### config.mk
export PLATFORM = sky130hd
export DESIGN_NAME = plist_string_header_parser_core_flat
export DESIGN_NICKNAME = d
export VERILOG_FILES = /design/src/rtl/core/plsh_pkg.sv /design/src/rtl/core/plsh_if.sv /design/src/rtl/core/plsh_front.sv /design/src/rtl/core/plsh_queue.sv /design/src/rtl/core/plsh_back.sv /design/src/rtl/core/plist_string_header_parser_core.sv /design/src/flat_wrapper.sv
export SDC_FILE = /design/constraint.sdc
export NUM_CORES = 1
export LEC_CHECK = 0
export ABC_AREA = 0
export ABC_CLOCK_PERIOD_IN_PS = 4800
export BUFFER_PORTS_ARGS = -buffer_cell sky130_fd_sc_hd__buf_2
export CORE_MARGIN = 3
export CORE_UTILIZATION = 51
export DETAILED_ROUTE_END_ITERATION = 10
export HOLD_SLACK_MARGIN = 0.12
export PLACE_DENSITY = 0.68
export SKIP_CTS_REPAIR_TIMING = 1
export SLEW_MARGIN = 40
export SYNTH_ARGS = -nofsm -noshare
export SYNTH_HDL_FRONTEND = slang
export SYNTH_SLANG_ARGS = --single-unit
export TNS_END_PERCENT = 5
### constraint.sdc
create_clock -name clk -period 4.8 [get_ports clk]
set_input_delay 0.96 -clock clk [delete_from_list [all_inputs] [get_ports clk]]
set_output_delay 0.96 -clock clk [all_outputs]
set_load 0.02 [all_outputs]
### src/rtl/core/plsh_pkg.sv
// ----------------------------------------------------------------------------
// plsh_pkg
// Shared types and constants for the binary plist string header parser.
// ----------------------------------------------------------------------------
package plsh_pkg;

  typedef enum logic [2:0] {
    PH_MAGIC   = 3'd0,
    PH_MARKER  = 3'd1,
    PH_INTMARK = 3'd2,
    PH_LENGTH  = 3'd3,
    PH_PAYLOAD = 3'd4,
    PH_IDLE    = 3'd5
  } phase_t;

  typedef enum logic [2:0] {
    ST_BUSY     = 3'd0,
    ST_DONE     = 3'd1,
    ST_BADMAGIC = 3'd2,
    ST_BADFMT   = 3'd3,
    ST_BADLEN   = 3'd4,
    ST_BADISZ   = 3'd5,
    ST_TRUNC    = 3'd6
  } status_t;

  // one result item as it travels through the queue
  typedef struct packed {
    logic [7:0] data;
    logic       valid;
    status_t    status;
  } rec_t;

  localparam int MagicLen = 8;
  localparam logic [7:0] MAGIC [MagicLen] = '{
    8'h62, 8'h70, 8'h6c, 8'h69, 8'h73, 8'h74, 8'h30, 8'h30
  };

  localparam logic [3:0] FMT_ASCII   = 4'd5;
  localparam logic [3:0] FMT_UTF16   = 4'd6;
  localparam logic [3:0] FMT_INT     = 4'd1;
  localparam logic [3:0] LOW_EXT     = 4'd15;
  localparam logic [3:0] MAX_INT_POW = 4'd2;

  localparam int QueueDepth = 2;

endpackage

### src/rtl/core/plsh_if.sv
// ----------------------------------------------------------------------------
// plsh_if
// Valid/ready channels for raw input bytes and for parser results.
// ----------------------------------------------------------------------------
interface plsh_in_if;
  logic       valid;
  logic       ready;
  logic [7:0] data_byte;
  logic       last_byte;

  modport source (output valid, output data_byte, output last_byte, input ready);
  modport sink   (input valid, input data_byte, input last_byte, output ready);
endinterface

interface plsh_out_if;
  logic       valid;
  logic       ready;
  logic [7:0] out_byte;
  logic       byte_valid;
  logic [2:0] status;
  logic       end_of_value;

  modport source (output valid, output out_byte, output byte_valid, output status,
                  output end_of_value, input ready);
  modport sink   (input valid, input out_byte, input byte_valid, input status,
                  input end_of_value, output ready);
endinterface

### src/rtl/core/plsh_front.sv
// ----------------------------------------------------------------------------
// plsh_front
// Accepts raw bytes, walks the header phases and classifies each byte into
// zero or one result record pushed to the queue.
// ----------------------------------------------------------------------------
module plsh_front (
  input  logic             clk,
  input  logic             rst_n,
  plsh_in_if.sink          in_ch,
  input  logic             q_full,
  output logic             q_push,
  output plsh_pkg::rec_t   q_rec
);

  plsh_pkg::phase_t phase_r, phase_nxt;
  logic [2:0]  idx_r, idx_nxt;
  logic        two_r, two_nxt;
  logic [2:0]  len_left_r, len_left_nxt;
  logic [31:0] len_acc_r, len_acc_nxt;
  logic [32:0] pay_left_r, pay_left_nxt;

  logic            accept;
  logic [7:0]      b;
  logic [3:0]      hi_nib;
  logic [3:0]      lo_nib;
  logic [31:0]     acc_shift;
  logic [32:0]     pay_dec;
  logic [31:0]     chars;
  logic            start;
  logic [32:0]     pay_start;
  logic            emit;
  plsh_pkg::status_t st;

  assign in_ch.ready = !q_full;
  assign accept      = in_ch.valid && in_ch.ready;
  assign b           = in_ch.data_byte;
  assign hi_nib      = b[7:4];
  assign lo_nib      = b[3:0];
  assign acc_shift   = {len_acc_r[23:0], b};
  assign pay_dec     = pay_left_r - 33'd1;

  always_comb begin
    phase_nxt    = phase_r;
    idx_nxt      = idx_r;
    two_nxt      = two_r;
    len_left_nxt = len_left_r;
    len_acc_nxt  = len_acc_r;
    pay_left_nxt = pay_left_r;
    st           = plsh_pkg::ST_BUSY;
    emit         = 1'b0;
    start        = 1'b0;
    chars        = 32'd0;
    q_rec.data   = 8'd0;
    q_rec.valid  = 1'b0;

    case (phase_r)
      plsh_pkg::PH_MAGIC: begin
        if (b != plsh_pkg::MAGIC[idx_r]) begin
          st        = plsh_pkg::ST_BADMAGIC;
          phase_nxt = plsh_pkg::PH_IDLE;
        end else begin
          idx_nxt = idx_r + 3'd1;
          if (idx_r == 3'(plsh_pkg::MagicLen - 1)) begin
            phase_nxt = plsh_pkg::PH_MARKER;
          end
        end
      end
      plsh_pkg::PH_MARKER: begin
        if (!(hi_nib inside {plsh_pkg::FMT_ASCII, plsh_pkg::FMT_UTF16})) begin
          st        = plsh_pkg::ST_BADFMT;
          phase_nxt = plsh_pkg::PH_IDLE;
        end else begin
          two_nxt = (hi_nib == plsh_pkg::FMT_UTF16);
          if (lo_nib == plsh_pkg::LOW_EXT) begin
            phase_nxt = plsh_pkg::PH_INTMARK;
          end else begin
            start = 1'b1;
            chars = {28'd0, lo_nib};
          end
        end
      end
      plsh_pkg::PH_INTMARK: begin
        if (hi_nib != plsh_pkg::FMT_INT) begin
          st        = plsh_pkg::ST_BADLEN;
          phase_nxt = plsh_pkg::PH_IDLE;
        end else if (lo_nib > plsh_pkg::MAX_INT_POW) begin
          st        = plsh_pkg::ST_BADISZ;
          phase_nxt = plsh_pkg::PH_IDLE;
        end else begin
          len_left_nxt = 3'd1 << lo_nib[1:0];
          len_acc_nxt  = 32'd0;
          phase_nxt    = plsh_pkg::PH_LENGTH;
        end
      end
      plsh_pkg::PH_LENGTH: begin
        len_acc_nxt  = acc_shift;
        len_left_nxt = len_left_r - 3'd1;
        if (len_left_r == 3'd1) begin
          start = 1'b1;
          chars = acc_shift;
        end
      end
      plsh_pkg::PH_PAYLOAD: begin
        q_rec.data   = b;
        q_rec.valid  = 1'b1;
        emit         = 1'b1;
        pay_left_nxt = pay_dec;
        if (pay_dec == 33'd0) begin
          st        = plsh_pkg::ST_DONE;
          phase_nxt = plsh_pkg::PH_IDLE;
        end
      end
      default: begin
        phase_nxt = plsh_pkg::PH_IDLE;
      end
    endcase

    pay_start = two_nxt ? {chars, 1'b0} : {1'b0, chars};
    if (start) begin
      pay_left_nxt = pay_start;
      if (pay_start == 33'd0) begin
        st        = plsh_pkg::ST_DONE;
        phase_nxt = plsh_pkg::PH_IDLE;
      end else begin
        phase_nxt = plsh_pkg::PH_PAYLOAD;
      end
    end

    if (st != plsh_pkg::ST_BUSY) begin
      emit = 1'b1;
    end
    if (in_ch.last_byte && phase_r != plsh_pkg::PH_IDLE && st == plsh_pkg::ST_BUSY) begin
      st   = plsh_pkg::ST_TRUNC;
      emit = 1'b1;
    end
    if (in_ch.last_byte) begin
      phase_nxt    = plsh_pkg::PH_MAGIC;
      idx_nxt      = 3'd0;
      two_nxt      = 1'b0;
      len_left_nxt = 3'd0;
      len_acc_nxt  = 32'd0;
      pay_left_nxt = 33'd0;
    end

    q_rec.status = st;
    q_push       = accept && emit;
  end

  always_ff @(posedge clk) begin
    if (!rst_n) begin
      phase_r    <= plsh_pkg::PH_MAGIC;
      idx_r      <= 3'd0;
      two_r      <= 1'b0;
      len_left_r <= 3'd0;
      len_acc_r  <= 32'd0;
      pay_left_r <= 33'd0;
    end else if (accept) begin
      phase_r    <= phase_nxt;
      idx_r      <= idx_nxt;
      two_r      <= two_nxt;
      len_left_r <= len_left_nxt;
      len_acc_r  <= len_acc_nxt;
      pay_left_r <= pay_left_nxt;
    end
  end

endmodule

### src/rtl/core/plsh_queue.sv
// ----------------------------------------------------------------------------
// plsh_queue
// Two-entry result queue between the parser front and the output stage.
// ----------------------------------------------------------------------------
module plsh_queue (
  input  logic           clk,
  input  logic           rst_n,
  input  logic           push,
  input  plsh_pkg::rec_t push_rec,
  output logic           full,
  input  logic           pop,
  output logic           empty,
  output plsh_pkg::rec_t head_rec
);

  plsh_pkg::rec_t entry_r [plsh_pkg::QueueDepth];
  logic       wr_ptr_r;
  logic       rd_ptr_r;
  logic [1:0] count_r;
  logic       do_push;
  logic       do_pop;

  assign full     = (count_r == 2'(plsh_pkg::QueueDepth));
  assign empty    = (count_r == 2'd0);
  assign do_push  = push && !full;
  assign do_pop   = pop && !empty;
  assign head_rec = entry_r[rd_ptr_r];

  always_ff @(posedge clk) begin
    if (do_push) begin
      entry_r[wr_ptr_r] <= push_rec;
    end
  end

  always_ff @(posedge clk) begin
    if (!rst_n) begin
      wr_ptr_r <= 1'b0;
      rd_ptr_r <= 1'b0;
      count_r  <= 2'd0;
    end else begin
      if (do_push) begin
        wr_ptr_r <= !wr_ptr_r;
      end
      if (do_pop) begin
        rd_ptr_r <= !rd_ptr_r;
      end
      if (do_push && !do_pop) begin
        count_r <= count_r + 2'd1;
      end else if (do_pop && !do_push) begin
        count_r <= count_r - 2'd1;
      end
    end
  end

endmodule

### src/rtl/core/plsh_back.sv
// ----------------------------------------------------------------------------
// plsh_back
// Output stage: pops queued records, expands them to result fields and holds
// them in the output register until taken.
// ----------------------------------------------------------------------------
module plsh_back (
  input  logic           clk,
  input  logic           rst_n,
  input  logic           q_empty,
  input  plsh_pkg::rec_t q_head,
  output logic           q_pop,
  plsh_out_if.source     out_ch
);

  logic       valid_r;
  logic [7:0] byte_r;
  logic       bvalid_r;
  logic [2:0] status_r;
  logic       eov_r;
  logic       load;

  assign load  = !q_empty && (!valid_r || out_ch.ready);
  assign q_pop = load;

  always_ff @(posedge clk) begin
    if (!rst_n) begin
      valid_r <= 1'b0;
    end else if (load) begin
      valid_r <= 1'b1;
    end else if (out_ch.ready) begin
      valid_r <= 1'b0;
    end
  end

  always_ff @(posedge clk) begin
    if (load) begin
      byte_r   <= q_head.data;
      bvalid_r <= q_head.valid;
      status_r <= q_head.status;
      eov_r    <= (q_head.status != plsh_pkg::ST_BUSY);
    end
  end

  assign out_ch.valid        = valid_r;
  assign out_ch.out_byte     = byte_r;
  assign out_ch.byte_valid   = bvalid_r;
  assign out_ch.status       = status_r;
  assign out_ch.end_of_value = eov_r;

endmodule

### src/rtl/core/plist_string_header_parser_core.sv
// Each byte's result record is registered first in the queue and then in the output register.
// Throughput: one byte per cycle while the queue is not full; the front parses each byte in a single step.
// A two-entry queue and the output register let input and output stall apart.
// Reset (rst_n low, synchronous) returns the parser to the magic phase and
// empties the queue and the output register.
// ----------------------------------------------------------------------------
// plist_string_header_parser_core
// Binary plist string header decoder: magic, marker, length, payload bytes.
// ----------------------------------------------------------------------------
module plist_string_header_parser_core (
  input  logic       clk,
  input  logic       rst_n,
  plsh_in_if.sink    in_ch,
  plsh_out_if.source out_ch
);

  logic           q_full;
  logic           q_push;
  logic           q_pop;
  logic           q_empty;
  plsh_pkg::rec_t push_rec;
  plsh_pkg::rec_t head_rec;

  plsh_front u_front (
    .clk    (clk),
    .rst_n  (rst_n),
    .in_ch  (in_ch),
    .q_full (q_full),
    .q_push (q_push),
    .q_rec  (push_rec)
  );

  plsh_queue u_queue (
    .clk      (clk),
    .rst_n    (rst_n),
    .push     (q_push),
    .push_rec (push_rec),
    .full     (q_full),
    .pop      (q_pop),
    .empty    (q_empty),
    .head_rec (head_rec)
  );

  plsh_back u_back (
    .clk     (clk),
    .rst_n   (rst_n),
    .q_empty (q_empty),
    .q_head  (head_rec),
    .q_pop   (q_pop),
    .out_ch  (out_ch)
  );

endmodule

### src/flat_wrapper.sv
// flat-port wrapper written by rule: the top's interface ports become plain ports
module plist_string_header_parser_core_flat 
  (clk, rst_n, in_ch_valid, in_ch_data_byte, in_ch_last_byte, in_ch_ready, out_ch_valid, out_ch_out_byte, out_ch_byte_valid, out_ch_status, out_ch_end_of_value, out_ch_ready);
  plsh_in_if in_ch_i ();
  plsh_out_if out_ch_i ();
  input  logic clk;
  input  logic rst_n;
  input wire logic [$bits(in_ch_i.valid)-1:0] in_ch_valid;
  input wire logic [$bits(in_ch_i.data_byte)-1:0] in_ch_data_byte;
  input wire logic [$bits(in_ch_i.last_byte)-1:0] in_ch_last_byte;
  output wire logic [$bits(in_ch_i.ready)-1:0] in_ch_ready;
  output wire logic [$bits(out_ch_i.valid)-1:0] out_ch_valid;
  output wire logic [$bits(out_ch_i.out_byte)-1:0] out_ch_out_byte;
  output wire logic [$bits(out_ch_i.byte_valid)-1:0] out_ch_byte_valid;
  output wire logic [$bits(out_ch_i.status)-1:0] out_ch_status;
  output wire logic [$bits(out_ch_i.end_of_value)-1:0] out_ch_end_of_value;
  input wire logic [$bits(out_ch_i.ready)-1:0] out_ch_ready;
  assign in_ch_i.valid = in_ch_valid;
  assign in_ch_i.data_byte = in_ch_data_byte;
  assign in_ch_i.last_byte = in_ch_last_byte;
  assign in_ch_ready = in_ch_i.ready;
  assign out_ch_valid = out_ch_i.valid;
  assign out_ch_out_byte = out_ch_i.out_byte;
  assign out_ch_byte_valid = out_ch_i.byte_valid;
  assign out_ch_status = out_ch_i.status;
  assign out_ch_end_of_value = out_ch_i.end_of_value;
  assign out_ch_i.ready = out_ch_ready;
  plist_string_header_parser_core u_core (.clk(clk), .rst_n(rst_n), .in_ch(in_ch_i), .out_ch(out_ch_i));
endmodule
==> results.cfg <==
[worst_setup_path]
max_stage_delay_ns = 0.60
crit_required_ns = 5.08
r2r-end = u_core.u_queue.count_r[1]
r2r-start = u_core.u_front.phase_r[0]
worst-path-max-fanout = 29
critical_path_buf_inv_count = 1
cp-end-kind = flip-flop
r2r_setup_slack_ns = 0.95
r2r.worst_path.cells = 10
crit_slowest_cell = dfxtp_1
crit_chain = nor3b_1 -> and4_1 -> or2_2 -> o311a_1 -> and2_1 -> o21ai_0 -> inv_1 -> ha_1 -> or3_1 -> a21boi_0
crit_family = simple AND/OR/NAND/NOR gates
critPathArrivalTime_ns = 4.13
critPathKind = reg -> reg
worst_setup_path_start_kind = flip-flop

[clock_network]
htree_levels = 3
ctsLongestPathBuffers = 2
root_buffer = clkbuf_16
clock_latency_ns = 0.36
cts_tree = yes
cts_sinks = 110
cts.clk_slew.worst_paths_ns = 0.08
cts_inserted_buffers = 9

[power_and_ir_drop]
p_leak_nw = 2.43
p_clk_share_pct = 24.0
swShare_pct = 36.9
ir_drop_mv = 0.238
p_per_area_mw_per_mm2 = 431
comb_power_share_pct = 36.6
p_total_mw = 3.07
p_sw_mw = 1.13
p_int_mw = 1.94
seq_power_share_pct = 39.4

[grt]
grt_overflow = 0
antenna_found_initial = 0
grtUsageTotal_pct = 24.9
grt_pass1_wl_mm = 28.6
grt_max_degree = 46
grt_pass1_vias = 5307

[layout]
mostFrequentLayoutCells = dfxtp_1, nand2_1, nor2_1, nand3_1
drive_above_1_share_pct = 12.2
nFillCells = 1183
mostFrequentLayoutCell = dfxtp_1
nNetsFinal = 765
diodes = 0
areaGrowthSynthToFinish_pct = 7.07

[synthesis]
async_flop_share_pct = 0
yosysWarnings = 0
synth_cell_types = 79
synth_edf_count = 37
yosysSeqAreaShare_pct = 38.7
synth_area_mm2 = 0.00665
synthesis.nets = 776
synth.ff_latch_count = 110
synth-main-ff-cell = dfxtp_1
synth_cells = 753
syn_area_per_cell_um2 = 8.83

[timing]
holdWs_ns = 0.477
fin_setup_tns_ns = 0
hold_viol = 0
setup_violations = 0
slew_headroom_pct = 50.0
drv_slew = 0
rsz0062_at_grt = false
clock.fmax_mhz = 260
finalCriticalPeriod_ns = 3.85
period_share_pct = 80.1
tightest_slew_ns = 0.750
clock_skew_ns = 0.00791

[placed_design]
io_buffers = 27
dpl.hpwl_mm = 12.2
place_congestion = 0.926

[floorplan]
core_mm2 = 0.0127
rows = 41
die_area_mm2 = 0.0145
start_util_pct = 52.5
num_io_pins = 28
fp.dieH_um = 120
die_x_um = 120

[min_path]
hold_end = u_core.u_front.len_left_r[1]
worstHoldStart = u_core.u_front.len_left_r[1]
worstHoldPathCells = 2
holdCritPathClass = reg -> reg

[detailed_routing]
vias = 5825
drt_iter0_drc = 760
firstDrtPassIters = 5
avgViaCountPerCell = 6.34
route.detailed.drc = 0
antenna_left = 0
avgRoutedWirePerCell_um = 19.3
wl_mm = 17.8

[run]
drv_cap = 0

[run_status]
status = finished clean
[power by group through the flow]
stage	Clock, mW	Combinational, mW	Sequential (mW)
after floorplan	0	0.798	1.26
after global routing	0.794	1.23	1.23
after global placement	0	1.09	1.22
after CTS	0.757	1.11	1.21
after detailed placement	0	1.10	1.23
final	0.737	1.12	1.21
[worst reg2reg max path: stages, from the launching register on]
cell and delay (ns):
dfxtp_1 0.60, nor3b_1 0.42, and4_1 0.51, or2_2 0.60
o311a_1 0.30, and2_1 0.21, o21ai_0 0.17, inv_1 0.10
ha_1 0.26, or3_1 0.39, a21boi_0 0.20
[metrics by stage]
step	setup slack, ns	utilization (%)	cell area, um^2	cells
floorplan	1.25	-	6650	753
global placement	0.835	53.9	6830	903
detailed placement	0.640	53.9	6830	903
CTS	1.01	56.2	7120	919
global route	0.744	56.2	7120	919
finish	0.955	56.2	7120	919
[worst max-delay path by stage]
stage                                    from                        end  slack, ns  cells past startpoint
floorplan                  in_ch_data_byte[7]  u_core.u_queue.count_r[1]       1.25                     12
global placement           in_ch_data_byte[6]  u_core.u_queue.count_r[1]       0.84                     11
detailed placement         in_ch_data_byte[6]  u_core.u_queue.count_r[1]       0.64                     11
CTS                        in_ch_data_byte[6]  u_core.u_queue.count_r[1]       1.01                     11
global route        u_core.u_front.phase_r[0]  u_core.u_queue.count_r[1]       0.74                     10
finish              u_core.u_front.phase_r[0]  u_core.u_queue.count_r[1]       0.95                     10
[registers in the layout (all words and copies together), names as in the netlist, named ones only]
register                           cells
u_core.u_front.phase_r                 3
u_core.u_back.out_ch.end_of_value      1
u_core.u_queue.entry_r                24
u_core.u_front.idx_r                   3
u_core.u_queue.count_r                 2
u_core.u_queue.rd_ptr_r                1
u_core.u_queue.wr_ptr_r                1
u_core.u_front.pay_left_r             33
u_core.u_back.out_ch.valid             1
u_core.u_back.out_ch.byte_valid        1
u_core.u_front.len_acc_r              24
u_core.u_back.out_ch.out_byte          8
u_core.u_front.len_left_r              3
u_core.u_back.out_ch.status            3
u_core.u_front.two_r                   1
[kinds of logic (layout without fill, tap and decap cells)]
family / Yosys count / after routing / synth area share [%]
buf+inv: 80 / 74 / 5.15
xor+xnor: 19 / 19 / 2.50
simple gates: 303 / 303 / 25.0
flops: 110 / 110 / 38.7
fa+ha+maj: 10 / 10 / 1.88
compound gates: 186 / 186 / 19.8
mux: 45 / 45 / 7.00
[synth_stat cells, types with 10 or more instances]
cell | n | area [um^2]
a21boi_0 | 37 | 278
a21oi_1 | 17 | 85.1
a22oi_1 | 25 | 188
clkbuf_1 | 50 | 188
dfxtp_1 | 73 | 1460
edfxtp_1 | 37 | 1110
ha_1 | 10 | 125
inv_1 | 18 | 67.6
mux2_2 | 12 | 135
mux2i_1 | 33 | 330
nand2_1 | 69 | 259
nand3_1 | 39 | 195
nand4_1 | 11 | 68.8
nor2_1 | 41 | 154
nor2b_1 | 34 | 213
nor3_1 | 19 | 95.1
nor4_1 | 16 | 100
o21ai_0 | 37 | 185
o22ai_1 | 12 | 75.1
or3_1 | 10 | 62.6
xor2_1 | 10 | 87.6
[final cells by class]
cell class | instances | area, um^2 | area share [%]
Multi-Input combinational cell | 563 | 3740 | 52.5
Tap cell | 172 | 215 | 3.02
Clock buffer | 9 | 225 | 3.16
Timing Repair Buffer | 40 | 233 | 3.27
Inverter | 18 | 67.6 | 0.949
Sequential cell | 110 | 2570 | 36.1
Clock inverter | 7 | 68.8 | 0.966
[metal layers]
| layer | track usage, % | vias up | wire (um) |
|---|---|---|---|
| met5 | 0 | - | 0 |
| met4 | 6.16 | 0 | 221 |
| met3 | 4.68 | 14 | 1410 |
| met2 | 38.0 | 256 | 8030 |
| met1 | 36.6 | 2782 | 8100 |
| li1 | - | 2773 | - |
(Power assumes the default switching activity.)
